## src/rtl/beep_pattern_sequencer_defines.svh

```systemverilog
// ----------------------------------------------------------------------------
// Beep pattern sequencer assertion macros
// Shared property macros for the checks at the end of the top level.
// ----------------------------------------------------------------------------
`ifndef BEEP_PATTERN_SEQUENCER_DEFINES_SVH
`define BEEP_PATTERN_SEQUENCER_DEFINES_SVH

// Same-cycle implication, sampled on the rising clock, off during reset.
`define BPS_ASSERT_NOW(lbl, ante, cons, msg) \
  lbl: assert property (@(posedge clk_i) disable iff (!rst_ni) (ante) |-> (cons)) \
    else $error(msg);

// Next-cycle implication, sampled on the rising clock, off during reset.
`define BPS_ASSERT_NEXT(lbl, ante, cons, msg) \
  lbl: assert property (@(posedge clk_i) disable iff (!rst_ni) (ante) |=> (cons)) \
    else $error(msg);

`endif

```

## src/rtl/bps_pkg.sv

```systemverilog
// ----------------------------------------------------------------------------
// Beep pattern sequencer package
// Request and result types, codes, register defaults and the pattern ROM.
// ----------------------------------------------------------------------------
package bps_pkg;

  // Request kinds carried in req_type; the fourth code is ignored.
  typedef enum logic [1:0] {
    ReqTick    = 2'd0,
    ReqBuiltin = 2'd1,
    ReqCustom  = 2'd2
  } req_type_e;

  // Request result codes.
  typedef enum logic [1:0] {
    StOk    = 2'd0,
    StParam = 2'd1,
    StBusy  = 2'd2
  } status_e;

  // Symbol codes, two bits each, first symbol in the lowest bits.
  typedef enum logic [1:0] {
    CodeEnd  = 2'd0,
    CodeDot  = 2'd1,
    CodeDash = 2'd2,
    CodeSkip = 2'd3
  } code_e;

  // Configuration register indexes.
  localparam logic [1:0] CfgDot  = 2'd0;
  localparam logic [1:0] CfgDash = 2'd1;
  localparam logic [1:0] CfgGap  = 2'd2;

  localparam logic [15:0] DotReset  = 16'd40;
  localparam logic [15:0] DashReset = 16'd120;
  localparam logic [15:0] GapReset  = 16'd40;

  // Built-in patterns occupy indexes below this; this index is the custom slot.
  localparam logic [7:0] CustomSlot = 8'd8;
  // Symbol words never index past this many codes.
  localparam int unsigned WordSymbols = 16;

  typedef struct packed {
    logic [1:0]  req_type;
    logic [7:0]  pattern_sel;
    logic [31:0] custom_pattern;
  } item_t;

  typedef struct packed {
    logic       tone_on;
    logic       busy_res;
    logic [1:0] status;
  } result_t;

  typedef struct packed {
    logic [15:0] dot_duration;
    logic [15:0] dash_duration;
    logic [15:0] gap_duration;
  } cfg_t;

  typedef struct packed {
    logic playing;
    logic sounding;
  } play_state_t;

  // Built-in pattern ROM.
  function automatic logic [31:0] builtin_pattern(logic [2:0] idx);
    logic [31:0] pat;
    unique case (idx)
      3'd0:    pat = 32'h0000_0001;  // .
      3'd1:    pat = 32'h0000_0099;  // .-.-
      3'd2:    pat = 32'h0000_0026;  // -.-
      3'd3:    pat = 32'h0000_002A;  // ---
      3'd4:    pat = 32'h0000_0001;  // .
      3'd5:    pat = 32'h0000_0005;  // ..
      3'd6:    pat = 32'h0000_0015;  // ...
      default: pat = 32'h0000_0009;  // .-
    endcase
    return pat;
  endfunction

endpackage

```

## src/rtl/beep_pattern_sequencer.sv

```systemverilog
// ----------------------------------------------------------------------------
// Beep pattern sequencer
// Plays dot and dash buzzer patterns driven by millisecond tick requests.
// ----------------------------------------------------------------------------
//  Channel  Handshake                      Payload
//  in       in_valid_i / in_ready_o        req_type_i, pattern_sel_i, custom_pattern_i
//  out      out_valid_o / out_ready_i      tone_on_o, busy_res_o, status_o
//  cfg      cfg_we_i (no wait)             cfg_idx_i, cfg_wdata_i
//
//  One request per cycle sustained while the output is not stalled; each
//  accepted request passes the input register, then the result register.
//  The state update for a request is one countdown step or reload in the core.
//  Reset clears the playback state and loads the default durations.
//  A stalled output holds its result while one more request waits in the
//  input register; further requests are held off by in_ready_o.
module beep_pattern_sequencer #(
  parameter int unsigned MAX_SYMBOLS = 16
) (
  input  logic        clk_i,
  input  logic        rst_ni,
  input  logic        in_valid_i,
  output logic        in_ready_o,
  input  logic [1:0]  req_type_i,
  input  logic [7:0]  pattern_sel_i,
  input  logic [31:0] custom_pattern_i,
  output logic        out_valid_o,
  input  logic        out_ready_i,
  output logic        tone_on_o,
  output logic        busy_res_o,
  output logic [1:0]  status_o,
  input  logic        cfg_we_i,
  input  logic [1:0]  cfg_idx_i,
  input  logic [15:0] cfg_wdata_i
);

  `include "beep_pattern_sequencer_defines.svh"

  // Symbols past MAX_SYMBOLS, and always those past the sixteenth, end the pattern.
  localparam int unsigned SymLimit =
    (MAX_SYMBOLS < bps_pkg::WordSymbols) ? MAX_SYMBOLS : bps_pkg::WordSymbols;

  bps_pkg::item_t       in_item, stage_item;
  bps_pkg::result_t     core_result, out_result;
  bps_pkg::play_state_t play_state;
  bps_pkg::cfg_t        cfg_q, cfg_d;
  logic                 stage_valid, out_free, fire;

  // Configuration registers.
  always_comb begin
    cfg_d = cfg_q;
    if (cfg_we_i) begin
      unique case (cfg_idx_i)
        bps_pkg::CfgDot:  cfg_d.dot_duration  = cfg_wdata_i;
        bps_pkg::CfgDash: cfg_d.dash_duration = cfg_wdata_i;
        bps_pkg::CfgGap:  cfg_d.gap_duration  = cfg_wdata_i;
        default: begin
          // Writes to unused indexes are dropped.
        end
      endcase
    end
  end

  always_ff @(posedge clk_i or negedge rst_ni) begin
    if (!rst_ni) begin
      cfg_q.dot_duration  <= bps_pkg::DotReset;
      cfg_q.dash_duration <= bps_pkg::DashReset;
      cfg_q.gap_duration  <= bps_pkg::GapReset;
    end else begin
      cfg_q <= cfg_d;
    end
  end

  assign in_item.req_type       = req_type_i;
  assign in_item.pattern_sel    = pattern_sel_i;
  assign in_item.custom_pattern = custom_pattern_i;

  // A request is processed when its result has a place to go.
  assign fire = stage_valid && out_free;

  bps_in_stage u_in_stage (
    .clk_i         (clk_i),
    .rst_ni        (rst_ni),
    .in_valid_i    (in_valid_i),
    .in_ready_o    (in_ready_o),
    .in_item_i     (in_item),
    .advance_i     (out_free),
    .stage_valid_o (stage_valid),
    .stage_item_o  (stage_item)
  );

  bps_core #(
    .SYM_LIMIT (SymLimit)
  ) u_core (
    .clk_i    (clk_i),
    .rst_ni   (rst_ni),
    .fire_i   (fire),
    .item_i   (stage_item),
    .cfg_i    (cfg_q),
    .result_o (core_result),
    .state_o  (play_state)
  );

  bps_out_stage u_out_stage (
    .clk_i         (clk_i),
    .rst_ni        (rst_ni),
    .load_valid_i  (stage_valid),
    .load_result_i (core_result),
    .free_o        (out_free),
    .out_valid_o   (out_valid_o),
    .out_ready_i   (out_ready_i),
    .out_result_o  (out_result)
  );

  assign tone_on_o  = out_result.tone_on;
  assign busy_res_o = out_result.busy_res;
  assign status_o   = out_result.status;

  // The tone only sounds inside a playing pattern.
  `BPS_ASSERT_NOW(a_tone_needs_play, !play_state.playing, !play_state.sounding, "tone on while idle")
  `BPS_ASSERT_NOW(a_out_tone_busy, out_valid_o && tone_on_o, busy_res_o, "result tone without busy")
  // A busy rejection is only given while a pattern plays.
  `BPS_ASSERT_NOW(a_busy_status, out_valid_o && (status_o == bps_pkg::StBusy), busy_res_o,
                  "busy status while idle")
  // A processed request always lands in the result register.
  `BPS_ASSERT_NEXT(a_fire_result, fire, out_valid_o, "processed request lost")

endmodule

```

## src/rtl/bps_in_stage.sv

```systemverilog
// ----------------------------------------------------------------------------
// Beep pattern sequencer input stage
// Registers one request and holds it until the core can take it.
// ----------------------------------------------------------------------------
module bps_in_stage (
  input  logic           clk_i,
  input  logic           rst_ni,
  input  logic           in_valid_i,
  output logic           in_ready_o,
  input  bps_pkg::item_t in_item_i,
  input  logic           advance_i,
  output logic           stage_valid_o,
  output bps_pkg::item_t stage_item_o
);

  logic           valid_q, valid_d;
  bps_pkg::item_t item_q;

  // The register frees up whenever its request moves on in the same cycle.
  assign in_ready_o = !valid_q || advance_i;

  always_comb begin
    valid_d = valid_q;
    if (in_ready_o) begin
      valid_d = in_valid_i;
    end
  end

  always_ff @(posedge clk_i or negedge rst_ni) begin
    if (!rst_ni) begin
      valid_q <= 1'b0;
    end else begin
      valid_q <= valid_d;
    end
  end

  always_ff @(posedge clk_i) begin
    if (in_ready_o && in_valid_i) begin
      item_q <= in_item_i;
    end
  end

  assign stage_valid_o = valid_q;
  assign stage_item_o  = item_q;

endmodule

```

## src/rtl/bps_core.sv

```systemverilog
// ----------------------------------------------------------------------------
// Beep pattern sequencer core
// Holds the playback state and applies one tick or request per cycle when fire_i is set.
// ----------------------------------------------------------------------------
module bps_core #(
  parameter int unsigned SYM_LIMIT = 16
) (
  input  logic                 clk_i,
  input  logic                 rst_ni,
  input  logic                 fire_i,
  input  bps_pkg::item_t       item_i,
  input  bps_pkg::cfg_t        cfg_i,
  output bps_pkg::result_t     result_o,
  output bps_pkg::play_state_t state_o
);

  localparam int unsigned IdxW     = $clog2(SYM_LIMIT + 1);
  localparam int unsigned CodeIdxW = $clog2(SYM_LIMIT);

  logic            playing_q, playing_d;
  logic            sounding_q, sounding_d;
  logic [IdxW-1:0] idx_q, idx_d;
  logic [15:0]     rem_q, rem_d;
  logic [31:0]     active_q, active_d;

  logic [15:0]       rem_dec;
  bps_pkg::code_e    code;
  bps_pkg::status_e  status;

  assign rem_dec = rem_q - 16'd1;

  // Current symbol; past the last allowed position the pattern ends.
  always_comb begin
    if (idx_q >= IdxW'(SYM_LIMIT)) begin
      code = bps_pkg::CodeEnd;
    end else begin
      code = bps_pkg::code_e'(active_q[{idx_q[CodeIdxW-1:0], 1'b0} +: 2]);
    end
  end

  // Next state and request status.
  always_comb begin
    playing_d  = playing_q;
    sounding_d = sounding_q;
    idx_d      = idx_q;
    rem_d      = rem_q;
    active_d   = active_q;
    status     = bps_pkg::StOk;
    if (fire_i) begin
      unique case (bps_pkg::req_type_e'(item_i.req_type))
        bps_pkg::ReqTick: begin
          if (playing_q) begin
            if (rem_q != 16'd0 && rem_dec != 16'd0) begin
              rem_d = rem_dec;
            end else if (sounding_q) begin
              // Tone phase over: start the silent gap.
              sounding_d = 1'b0;
              rem_d      = cfg_i.gap_duration;
              idx_d      = idx_q + IdxW'(1);
            end else begin
              unique case (code)
                bps_pkg::CodeEnd: begin
                  playing_d  = 1'b0;
                  sounding_d = 1'b0;
                  idx_d      = '0;
                  active_d   = '0;
                  rem_d      = '0;
                end
                bps_pkg::CodeDot: begin
                  sounding_d = 1'b1;
                  rem_d      = cfg_i.dot_duration;
                end
                bps_pkg::CodeDash: begin
                  sounding_d = 1'b1;
                  rem_d      = cfg_i.dash_duration;
                end
                default: begin
                  // Skip code takes this one tick with the tone off.
                  idx_d = idx_q + IdxW'(1);
                  rem_d = '0;
                end
              endcase
            end
          end
        end
        bps_pkg::ReqBuiltin: begin
          if (item_i.pattern_sel > bps_pkg::CustomSlot) begin
            status = bps_pkg::StParam;
          end else if (playing_q) begin
            status = bps_pkg::StBusy;
          end else if (item_i.pattern_sel == bps_pkg::CustomSlot) begin
            status = bps_pkg::StParam;
          end else begin
            active_d   = bps_pkg::builtin_pattern(item_i.pattern_sel[2:0]);
            idx_d      = '0;
            playing_d  = 1'b1;
            sounding_d = 1'b0;
            rem_d      = '0;
          end
        end
        bps_pkg::ReqCustom: begin
          if (playing_q) begin
            status = bps_pkg::StBusy;
          end else if (item_i.custom_pattern[1:0] == bps_pkg::CodeEnd) begin
            status = bps_pkg::StParam;
          end else begin
            active_d   = item_i.custom_pattern;
            idx_d      = '0;
            playing_d  = 1'b1;
            sounding_d = 1'b0;
            rem_d      = '0;
          end
        end
        default: begin
          // Unused request type leaves everything as it is.
        end
      endcase
    end
  end

  always_ff @(posedge clk_i or negedge rst_ni) begin
    if (!rst_ni) begin
      playing_q  <= 1'b0;
      sounding_q <= 1'b0;
      idx_q      <= '0;
      rem_q      <= '0;
      active_q   <= '0;
    end else begin
      playing_q  <= playing_d;
      sounding_q <= sounding_d;
      idx_q      <= idx_d;
      rem_q      <= rem_d;
      active_q   <= active_d;
    end
  end

  // The result reflects the state after this request.
  assign result_o.tone_on  = sounding_d;
  assign result_o.busy_res = playing_d;
  assign result_o.status   = status;

  assign state_o.playing  = playing_q;
  assign state_o.sounding = sounding_q;

endmodule

```

## src/rtl/bps_out_stage.sv

```systemverilog
// ----------------------------------------------------------------------------
// Beep pattern sequencer output stage
// Result register that holds one result until the consumer takes it.
// ----------------------------------------------------------------------------
module bps_out_stage (
  input  logic             clk_i,
  input  logic             rst_ni,
  input  logic             load_valid_i,
  input  bps_pkg::result_t load_result_i,
  output logic             free_o,
  output logic             out_valid_o,
  input  logic             out_ready_i,
  output bps_pkg::result_t out_result_o
);

  logic             valid_q, valid_d;
  bps_pkg::result_t result_q;

  // Free when empty or when the held result leaves this cycle.
  assign free_o = !valid_q || out_ready_i;

  always_comb begin
    valid_d = valid_q;
    if (free_o) begin
      valid_d = load_valid_i;
    end
  end

  always_ff @(posedge clk_i or negedge rst_ni) begin
    if (!rst_ni) begin
      valid_q <= 1'b0;
    end else begin
      valid_q <= valid_d;
    end
  end

  always_ff @(posedge clk_i) begin
    if (free_o && load_valid_i) begin
      result_q <= load_result_i;
    end
  end

  assign out_valid_o  = valid_q;
  assign out_result_o = result_q;

endmodule

```

## config.mk

```make
export PLATFORM = sky130hd
export DESIGN_NAME = beep_pattern_sequencer
export DESIGN_NICKNAME = d
export VERILOG_FILES = /design/src/rtl/bps_pkg.sv /design/src/rtl/beep_pattern_sequencer.sv /design/src/rtl/bps_in_stage.sv /design/src/rtl/bps_core.sv /design/src/rtl/bps_out_stage.sv
export VERILOG_INCLUDE_DIRS = /design/src /design/src/rtl
export SDC_FILE = /design/constraint.sdc
export NUM_CORES = 1
export LEC_CHECK = 0
export ABC_AREA = 1
export BUFFER_PORTS_ARGS = -buffer_cell sky130_fd_sc_hd__buf_2
export CAP_MARGIN = 20
export CORE_ASPECT_RATIO = 2
export CORE_MARGIN = 2
export CORE_UTILIZATION = 35
export DETAILED_ROUTE_END_ITERATION = 16
export GPL_TIMING_DRIVEN = 0
export PLACE_DENSITY = 0.51
export SETUP_SLACK_MARGIN = 0.05
export SYNTH_ARGS = -nofsm -noshare
export SYNTH_HDL_FRONTEND = slang
export SYNTH_HIERARCHICAL = 1
export SYNTH_SLANG_ARGS = --single-unit
```

## constraint.sdc

```tcl
create_clock -name clk_i -period 2.8 [get_ports clk_i]
set_input_delay 0.28 -clock clk_i [delete_from_list [all_inputs] [get_ports clk_i]]
set_output_delay 0.28 -clock clk_i [all_outputs]
set_load 0.02 [all_outputs]
```

Word level (Yosys, flattened, before mapping)
Index checks and enable logic that the tools add are counted.
{ "classes": {"addsub": 2, "magnitude_cmp": 2, "n_eq_ne": 23, "shift": 1, "n_mux": 60, "reduce_logical": 23} }
{ "ops": {"columns": ["cell", "count"], "rows": [
  ["$mux 32", 9],
  ["$mux 16", 8],
  ["$pmux 32 s3", 1],
  ["$pmux 16 s3", 1],
  ["$pmux 8 s6", 1],
  ["$mux 5", 8],
  ["$pmux 16 s2", 1],
  ["$reduce_bool 16->1", 2],
  ["$shiftx 32x6->2", 1],
  ["$mux 1", 22],
  ["$ne 2x2->1 const B", 8],
  ["$sub 16x1->16 const B", 1],
  ["$pmux 5 s3", 1],
  ["$reduce_and 11->1", 1],
  ["$pmux 5 s2", 1],
  ["$reduce_and 10->1", 1],
  ["$eq 3x3->1 const B", 3],
  ["$eq 8x4->1 const B", 1],
  ["$gt 8x4->1 const B", 1],
  ["$logic_not 2->1", 4],
  ["$mux 2", 4],
  ["$reduce_and 8->1", 1],
  ["$eq 2x1->1 const B", 3],
  ["$eq 2x2->1 const B", 3],
  ["15 further kinds", 24]
]} }
{ "totals": {"reg_bits": 151, "in_bits": 65, "output_inout_bits": 6, "elab_cells": 127} }

Depth between registers and ports, before layout
Gate-level depths: netlist of run 1.
{ "depth": {"ltp_word": 10, "ltp_mapped": 18, "mapped_depth_nobuf": 17} }

Modules after synthesis
Netlist of run 1, hierarchy kept.
{ "modules_own_cells": {"columns": ["module", "n_inst", "cells_each", "area_per_inst_um2", "seq_area_each_um2"], "rows": [
  ["bps_core", 1, 653, 4345.4, 1376.3],
  ["beep_pattern_sequencer", 1, 216, 2062.0, 1211.2],
  ["bps_in_stage", 1, 48, 1306.3, 1286.2],
  ["bps_out_stage", 1, 10, 165.2, 145.1]
]} }

Least setup slack after synthesis of run 1
Ideal clock, no wire load.
{ "synth_path": {"path_type": "reg2reg", "from": "register u_out_stage.valid_q, in the netlist u_out_stage/out_valid_o", "to": "register u_in_stage.item_q (netlist bit u_in_stage/stage_item_o[0]) (enable)", "setup_ns": 0.455, "arrival_ns": 2.688, "t_required_ns": 2.345, "setup_slack_ns": -0.343, "stages_incl_launch_ff": 4, "n_path_buf": 0, "synth_period_minus_slack_ns": 3.143, "path_cell_list": "dfrtp_1 -> nand2_1 -> inv_1 -> a21oi_1"} }
{ "synth_via": {"elab_chain_cells": 4} }
{ "synth_rtl": {"columns": ["element", "line_no", "text"], "rows": [
  ["from (decl)", "bps_out_stage.sv:16", "logic valid_q, valid_d;"],
  ["from (signal assigned)", "bps_out_stage.sv:33", "valid_q <= valid_d;"],
  ["$logic_not 1->1", "bps_out_stage.sv:20", "assign free_o = !valid_q || out_ready_i;"],
  ["$logic_or 1x1->1", "bps_out_stage.sv:20", null],
  ["named net out_free", "beep_pattern_sequencer.sv:46", "logic stage_valid, out_free, fire;"],
  ["$logic_or 1x1->1", "bps_in_stage.sv:20", "assign in_ready_o = !valid_q || advance_i;"],
  ["$logic_and 1x1->1", "bps_in_stage.sv:38", "if (in_ready_o && in_valid_i) begin"],
  ["to (signal assigned)", "bps_in_stage.sv:39", "item_q <= in_item_i;"],
  ["to (decl)", "bps_in_stage.sv:17", "bps_pkg::item_t item_q;"]
]} }
The timed path passes the listed nets, and every way through them passes these cells.
A chain may end at the register's enable or synchronous reset.

Final worst setup path of run 1
{ "layout_path": {"from": "register u_core.idx_q[0]", "to": "register u_core.active_q[31]"} }
{ "layout_via": {"elab_chain_cells": 5, "elab_cells_between_ends": 6, "classes_between": "1 x order compare; 1 x eq/ne; 1 x shift; 1 x mux; 2 x reduce/logical"} }
{ "layout_rtl": {"columns": ["element", "line_no", "text"], "rows": [
  ["from (decl)", "bps_core.sv:22", "logic [IdxW-1:0] idx_q, idx_d;"],
  ["from (signal assigned)", "bps_core.sv:131", "idx_q <= idx_d;"],
  ["$shiftx 32x6->2 or $ge 5x5->1 (tied branches)", "bps_core.sv:37, bps_core.sv:34", null],
  ["$mux 2 (*)", "bps_core.sv:34", "if (idx_q >= IdxW'(SYM_LIMIT)) begin"],
  ["$logic_not 2->1 (*)", "bps_core.sv:61", "unique case (code)"],
  ["$ne 2x2->1 (no line) (*)", null, null],
  ["$reduce_and 11->1 (no line) (*)", null, null],
  ["to (signal assigned)", "bps_core.sv:133", "active_q <= active_d;"],
  ["to (decl)", "bps_core.sv:24", "logic [31:0] active_q, active_d;"]
]} }
Every way passes the cells marked *; elsewhere a longest branch is shown, timed or not.

==> impl_results.md, run 1 <==
- Crit path depth: 16
- Initial antenna violation count: 0
- P&R area growth vs syn: 26.5%
- Final worst path period share: 0.985
- Clk pwr share: 0.243
- Combinational cell fraction of total power: 0.428
- R2R cell count: 16
- RSZ-0062 raised after global routing: true
- CTS Buf Count: 17
- CTS tree: built
- Initial Util: 0.356
- Buffer depth of the longest clock path: 2
- Worst skew pair latency: between 0.4 and 0.5 ns
- Antenna cells: 0
- Layout cells sized above 1: 0.199
- Setup crit end: u_core/active_q[31]
- R2r setup slk: 0.04 ns
- CP cell instances: buf_6 -> buf_12 -> nor2_4 -> o22ai_2 -> o211ai_1 -> a21oi_2 -> inv_2 -> ha_4 -> inv_1 -> nor2_2 -> inv_2 -> a21oi_4 -> nand3_4 -> clkbuf_16 -> nand2_1 -> nand2_1
- Mapped Nets: 1002
- Routed wire length: 23400 um
- CTS root buf: clkbuf_16
- F_max: 363 MHz
- R2r endpoint: u_core/active_q[31]
- Hold WS: 0.0270 ns
- Fin util: 0.451
- Fin worst setup slack: 0.0432 ns
- Multi-input logic area: 0.00339 mm2
- Die area: roughly 0.024 mm2
- DP Area: 0.00861 mm2
- CP Data Arrival Time: 3.08 ns
- Buffers & Inverters on Critical Path: 6
- Global route total overflow: 0
- GRT Total Usage: 0.204
- Synth Instances: 925
- CTS Sinks: about 150
- Filler instances: 2238
- Crit path launch type: flop
- Crit path from: u_core/idx_q[0]
- Clock skew: roughly 0.0070 ns
- Synth Area per Inst: 8.50 um2
- Pre-CTS setup slack: -0.924 ns
- Internal cell power: 5.54 mW
- Reg-to-Reg Start: u_core/idx_q[0]
- Final RePlAce weighted congestion: 0.883
- DR pass1 iterations: 7
- Non-filler instance count after layout: about 1300
- Register area: between 0.004 and 0.005 mm2
- Slew headroom: 0.551
- CP required: between 3 and 4 ns
- Post-route ant nets: 0
- Fin. Hold Viols: 0
- Average wire per standard cell: 17.4 um
- Power Dens Cells: 929 mW/mm2
- Hold Path Class: primary input to flop
- Port buffer count: 67
- H-Tree Level Count: 4
- IO Pins: slightly above 70
- DR vias: a little under 7000
- Clock transition at path regs: 0.06 ns
- Synth Warn #: 6
- Largest net degree at the start of global routing: 66
- Worst Path Max Fanout: 7
- CP Class: flop to flop
- Psw: roughly 3.7 mW
- # setup viols final: 0
- CP endpoint kind: flop
- DIE WIDTH: 110 um
- First-pass GRT wire length: between 30000 and 40000 um
- Peak VDD IR: a little over 500 uV
- # rows: 77
- Mapped Area: 0.00786 mm2
- Inst Count DP: around 1300
- Design area: about 0.0099 mm2
- Max-cap violations: 0
- Max stage delay on crit path: ~0.46 ns
- Status: finished clean
- Drc violations: 0
- CP max-delay cell: dfrtp_2
- Pin slew with the least headroom to its limit: approximately 0.67 ns
- Drt initial violations: 336
- Dpl hpwl: 17400 um
- Fin nets: between 1000 and 1500
- Number of global-route vias before repair: 7086
- Reg power frac: 0.328
- Core area: 0.0221 mm2
- Die Y: 216 um
- CP delay by family, top: compound AO/OA/AOI/OAI gates
- DR vias/cell: between 5 and 6
- Net Sw Frac: 0.401
- Pleak: 4.88 nW
- Fin. max-slew vios: 0
- Min Tclk post-route: 2.76 ns
[timing repair]
action / 4_1_cts / 5_1_grt
pin swaps: 4 / 9
endpoints found under the hold margin: 71 / 0
gates resized for setup: 40 / 48
endpoints found under the setup margin: 57 / 55
hold buffers: 32 / 0
setup buffers: 4 / 8
cloned: 0 / 5
[worst min path at each step]
stage | from | endpoint | slack, ns | depth (start not counted)
after CTS | custom_pattern_i[31] | u_in_stage/stage_item_o[31] | 0.0002 | 1
final | pattern_sel_i[1] | u_in_stage/stage_item_o[33] | 0.03 | 1
after global routing | custom_pattern_i[31] | u_in_stage/stage_item_o[31] | 0.004 | 1
after floorplan | rst_ni | cfg_q[0] | -0.02 | 0
after global placement | cfg_q[22] | cfg_q[22] | 0.45 | 2
after detailed placement | rst_ni | u_core/active_q[6] | 0.23 | 1
[per-stage QoR]
stage | setup TNS, ns | power [mW]
2_1_floorplan | 0 | 5.33
3_3_place_gp | -40.04 | 6.35
3_5_place_dp | -37.51 | 6.38
4_1_cts | -0.0394 | 8.97
5_1_grt | -0.0531 | 9.87
6_report | 0 | 9.25
[sequential cells by signal (all words and copies together) (netlist names)]
name / count
cfg_q: 48
u_in_stage/stage_item_o: 42
u_core/active_q: 32
u_core/rem_q: 16
u_core/idx_q: 5
u_out_stage/out_result_o: 4
u_core/playing_q: 1
u_core/sounding_q: 1
u_in_stage/stage_valid_o: 1
u_out_stage/out_valid_o: 1
[cell usage in the layout (no fill, tap or decap), types with 4 or more instances in the layout]
cell type / instances
nor2_2: 6
nand2_1: 321
o21ai_1: 6
nand3b_1: 4
clkinv_2: 5
nor3_1: 4
edfxtp_1: 46
buf_4: 20
a21oi_1: 9
clkbuf_16: 21
buf_6: 16
dfrtp_1: 95
nand2_2: 4
inv_1: 69
a22o_1: 16
nor2_1: 60
o221ai_1: 7
o21ai_0: 15
dlygate4sd3_1: 32
inv_2: 6
clkbuf_8: 9
nand4_1: 78
ha_1: 8
dfstp_2: 8
clkbuf_1: 12
a22oi_1: 13
nand3_1: 40
buf_2: 72
o211ai_1: 16
nor2_4: 5
[power by group through the flow]
stage / Sequential (mW) / Clock, mW / Combinational (mW)
floorplan: 2.95 / 0 / 2.38
global placement: 3.04 / 0 / 3.31
detailed placement: 3.04 / 0 / 3.34
CTS: 3.01 / 2.31 / 3.65
global route: 3.08 / 2.40 / 4.40
finish: 3.03 / 2.25 / 3.96
[layer usage]
| metal | vias up | GRT usage | part of all wire |
|---|---|---|---|
| met3 | 59 | 0.0384 | 0.025 |
| met5 | - | 0 | 0 |
| met1 | 3211 | 0.186 | 0.34 |
| li1 | 3364 | - | - |
| met2 | 150 | 0.408 | 0.60 |
| met4 | 0 | 0.0928 | 0.042 |
[worst register-to-register path, stage by stage (launching register included)]
cell       delay, ns
dfrtp_2         0.46
buf_6           0.16
buf_12          0.13
nor2_4          0.10
o22ai_2         0.07
o211ai_1        0.31
a21oi_2         0.14
inv_2           0.12
ha_4            0.13
inv_1           0.04
nor2_2          0.11
inv_2           0.07
a21oi_4         0.23
nand3_4         0.24
clkbuf_16       0.24
nand2_1         0.05
nand2_1         0.05
[final cells by class]
cell class	count	area share
Tap cell	276	0.0347
Inverter	77	0.0296
Sequential cell	151	0.404
Timing Repair Buffer	118	0.0905
Clock buffer	24	0.0506
Multi-Input combinational cell	644	0.341
Clock inverter	8	0.00692
Buffer	49	0.0425
Note: power is estimated with default switching activity, not from simulation.
==> inputs of run 2 (changes only) <==
--- a/config.mk
+++ b/config.mk
@@ -10,7 +10,6 @@
 export BUFFER_PORTS_ARGS = -buffer_cell sky130_fd_sc_hd__buf_2
 export CAP_MARGIN = 20
 export CORE_ASPECT_RATIO = 2
-export CORE_MARGIN = 2
 export CORE_UTILIZATION = 35
 export DETAILED_ROUTE_END_ITERATION = 16
 export GPL_TIMING_DRIVEN = 0
==> impl_results.md, run 2 (synthesis gave the netlist of run 1 again) <==
- Top reg by flops: cfg_q
- DR vias: 6707
- Worst Hold Launch: custom_pattern_i[7]
- Post-route ant nets: 0
- # setup viols final: 0
- Buffer depth of the longest clock path: 2
- Initial antenna violation count: 0
- Most common cell after layout, fill and taps aside: nand2_1
- CP endpoint kind: flop
- Final worst path period share: 0.950
- DR vias/cell: ~5
- Pin slew with the least headroom to its limit: roughly 0.76 ns
- Antenna cells: 0
- IO Pins: 71
- Global route total overflow: 0
- Crit path from: u_core/idx_q[0]
- CP required: roughly 3.1 ns
- Reg-to-Reg Start: u_core/idx_q[0]
- H-Tree Level Count: 4
- R2r setup slk: around 0.14 ns
- Drt initial violations: 249
- CTS Sinks: 151
- Min Tclk post-route: about 2.7 ns
- Slew headroom: 0.493
- Fin. Hold Viols: 0
- Crit path launch type: flop
- # rows: 77
- CTS root buf: clkbuf_16
- P&R area growth vs syn: 25.6%
- GRT Total Usage: 0.213
- First-pass GRT wire length: 36400 um
- Die area: 0.0231 mm2
- Pleak: 4.84 nW
- Dpl hpwl: 17600 um
- Routed wire length: 23300 um
- Status: finished clean
- Peak VDD IR: 512 uV
- Final RePlAce weighted congestion: 0.868
- Largest net degree at the start of global routing: 66
- Hold Path Class: primary input to flop
- DIE WIDTH: 108 um
- Number of global-route vias before repair: 6974
- Max FFs per register: 48
- Clock skew: 0.0102 ns
- CP Class: flop to flop
- Worst skew pair latency: 0.44 ns
- Port buffer count: between 60 and 70
- Fin. max-slew vios: 0
- Commonest non-fill, non-tap cells in the layout: nand2_1, dfrtp_1, nand4_1, buf_2, inv_1
- Fin nets: around 1100
- CTS Buf Count: 17
- Core area: 0.0221 mm2
- Max-cap violations: 0
- Worst Path Max Fanout: 5
- Fin util: 0.448
- Initial Util: 0.356
- Drc violations: 0
- RSZ-0062 raised after global routing: true
- Layout cells sized above 1: 0.196
- F_max: 376 MHz
- CP Data Arrival Time: 2.98 ns
- Clock transition at path regs: 0.06 ns
- Average wire per standard cell: ~17 um
- Power Dens Cells: 922 mW/mm2
- Final TNS setup: 0 ns
- DR pass1 iterations: 4
- Die Y: 214 um
- CTS tree: built
## run 2: power by group
| part | leakage (nW) | switching, mW | internal [mW] | total (mW) |
|---|---|---|---|---|
| sequential | 1.79 | 0.341 | 2.70 | 3.04 |
| combinational | 2.80 | 2.48 | 1.56 | 4.05 |
| clock | 0.251 | 0.897 | 1.13 | 2.02 |
| total | 4.84 | 3.72 | 5.39 | 9.11 |
## run 2: final cells by class
| class | instances | area (um2) |
|---|---|---|
| well taps | 276 | 345 |
| clock inverters | 13 | 63.8 |
| clock buffers | 19 | 443 |
| inverters | 77 | 294 |
| flip-flops and latches | 151 | 4020 |
| multi-input cells | 644 | 3410 |
| repair buffers | 118 | 913 |
| plain buffers | 49 | 390 |
| fillers | 2204 | 12200 |
## run 2: worst paths after layout
kind	end	cells past startpoint
max	u_core/rem_q[3]	14
min	u_in_stage/stage_item_o[7]	1
max reg2reg	u_core/rem_q[3]	14
min reg2reg	cfg_q[21]	2
max in group asynchronous	cfg_q[22]	3
min in group asynchronous	u_core/active_q[1]	2
## run 2: stage by stage
stage               cell area [um2]  cells  worst slack [ns]  hold WS [ns]  power [mW]
floorplan                      7870    925             0.130       -0.0156        5.33
global placement               8550   1268            -0.897         0.450        6.36
detailed placement             8610   1270            -0.868         0.233        6.39
CTS                            9570   1334            0.0421      0.000521        8.82
global route                   9880   1347         -0.000217       0.00271        9.72
finish                         9880   1347             0.140        0.0290        9.11
## run 2: timing repair
| action | CTS | global route |
|---|---|---|
| resized for setup | 36 | 55 |
| endpoints found under the hold margin | 69 | 0 |
| endpoints found under the setup margin | 56 | 53 |
| hold buffers | 30 | 0 |
| pin swaps | 4 | 13 |
| gates cloned | 0 | 3 |
| setup buffers | 5 | 11 |
## run 2: routing by layer
| layer | track usage | vias to the layer above | part of all wire |
|---|---|---|---|
| met5 | 0 | - | 0 |
| met4 | 0.0977 | 0 | 0.039 |
| met3 | 0.0393 | 52 | 0.025 |
| met2 | 0.435 | 127 | 0.61 |
| met1 | 0.186 | 3156 | 0.32 |
| li1 | - | 3372 | - |
## run 2: worst max-delay path: stages, from the launching register on
cell and delay [ns]:
dfrtp_2 0.46, buf_8 0.14, buf_4 0.11, o21ai_0 0.07, o221ai_1 0.23, nand3_1 0.16, a21oi_4 0.20, inv_2 0.07
ha_2 0.34, nor2_4 0.06, buf_4 0.20, a22oi_1 0.24, nand2_1 0.09, o211ai_1 0.08, nand2_1 0.07
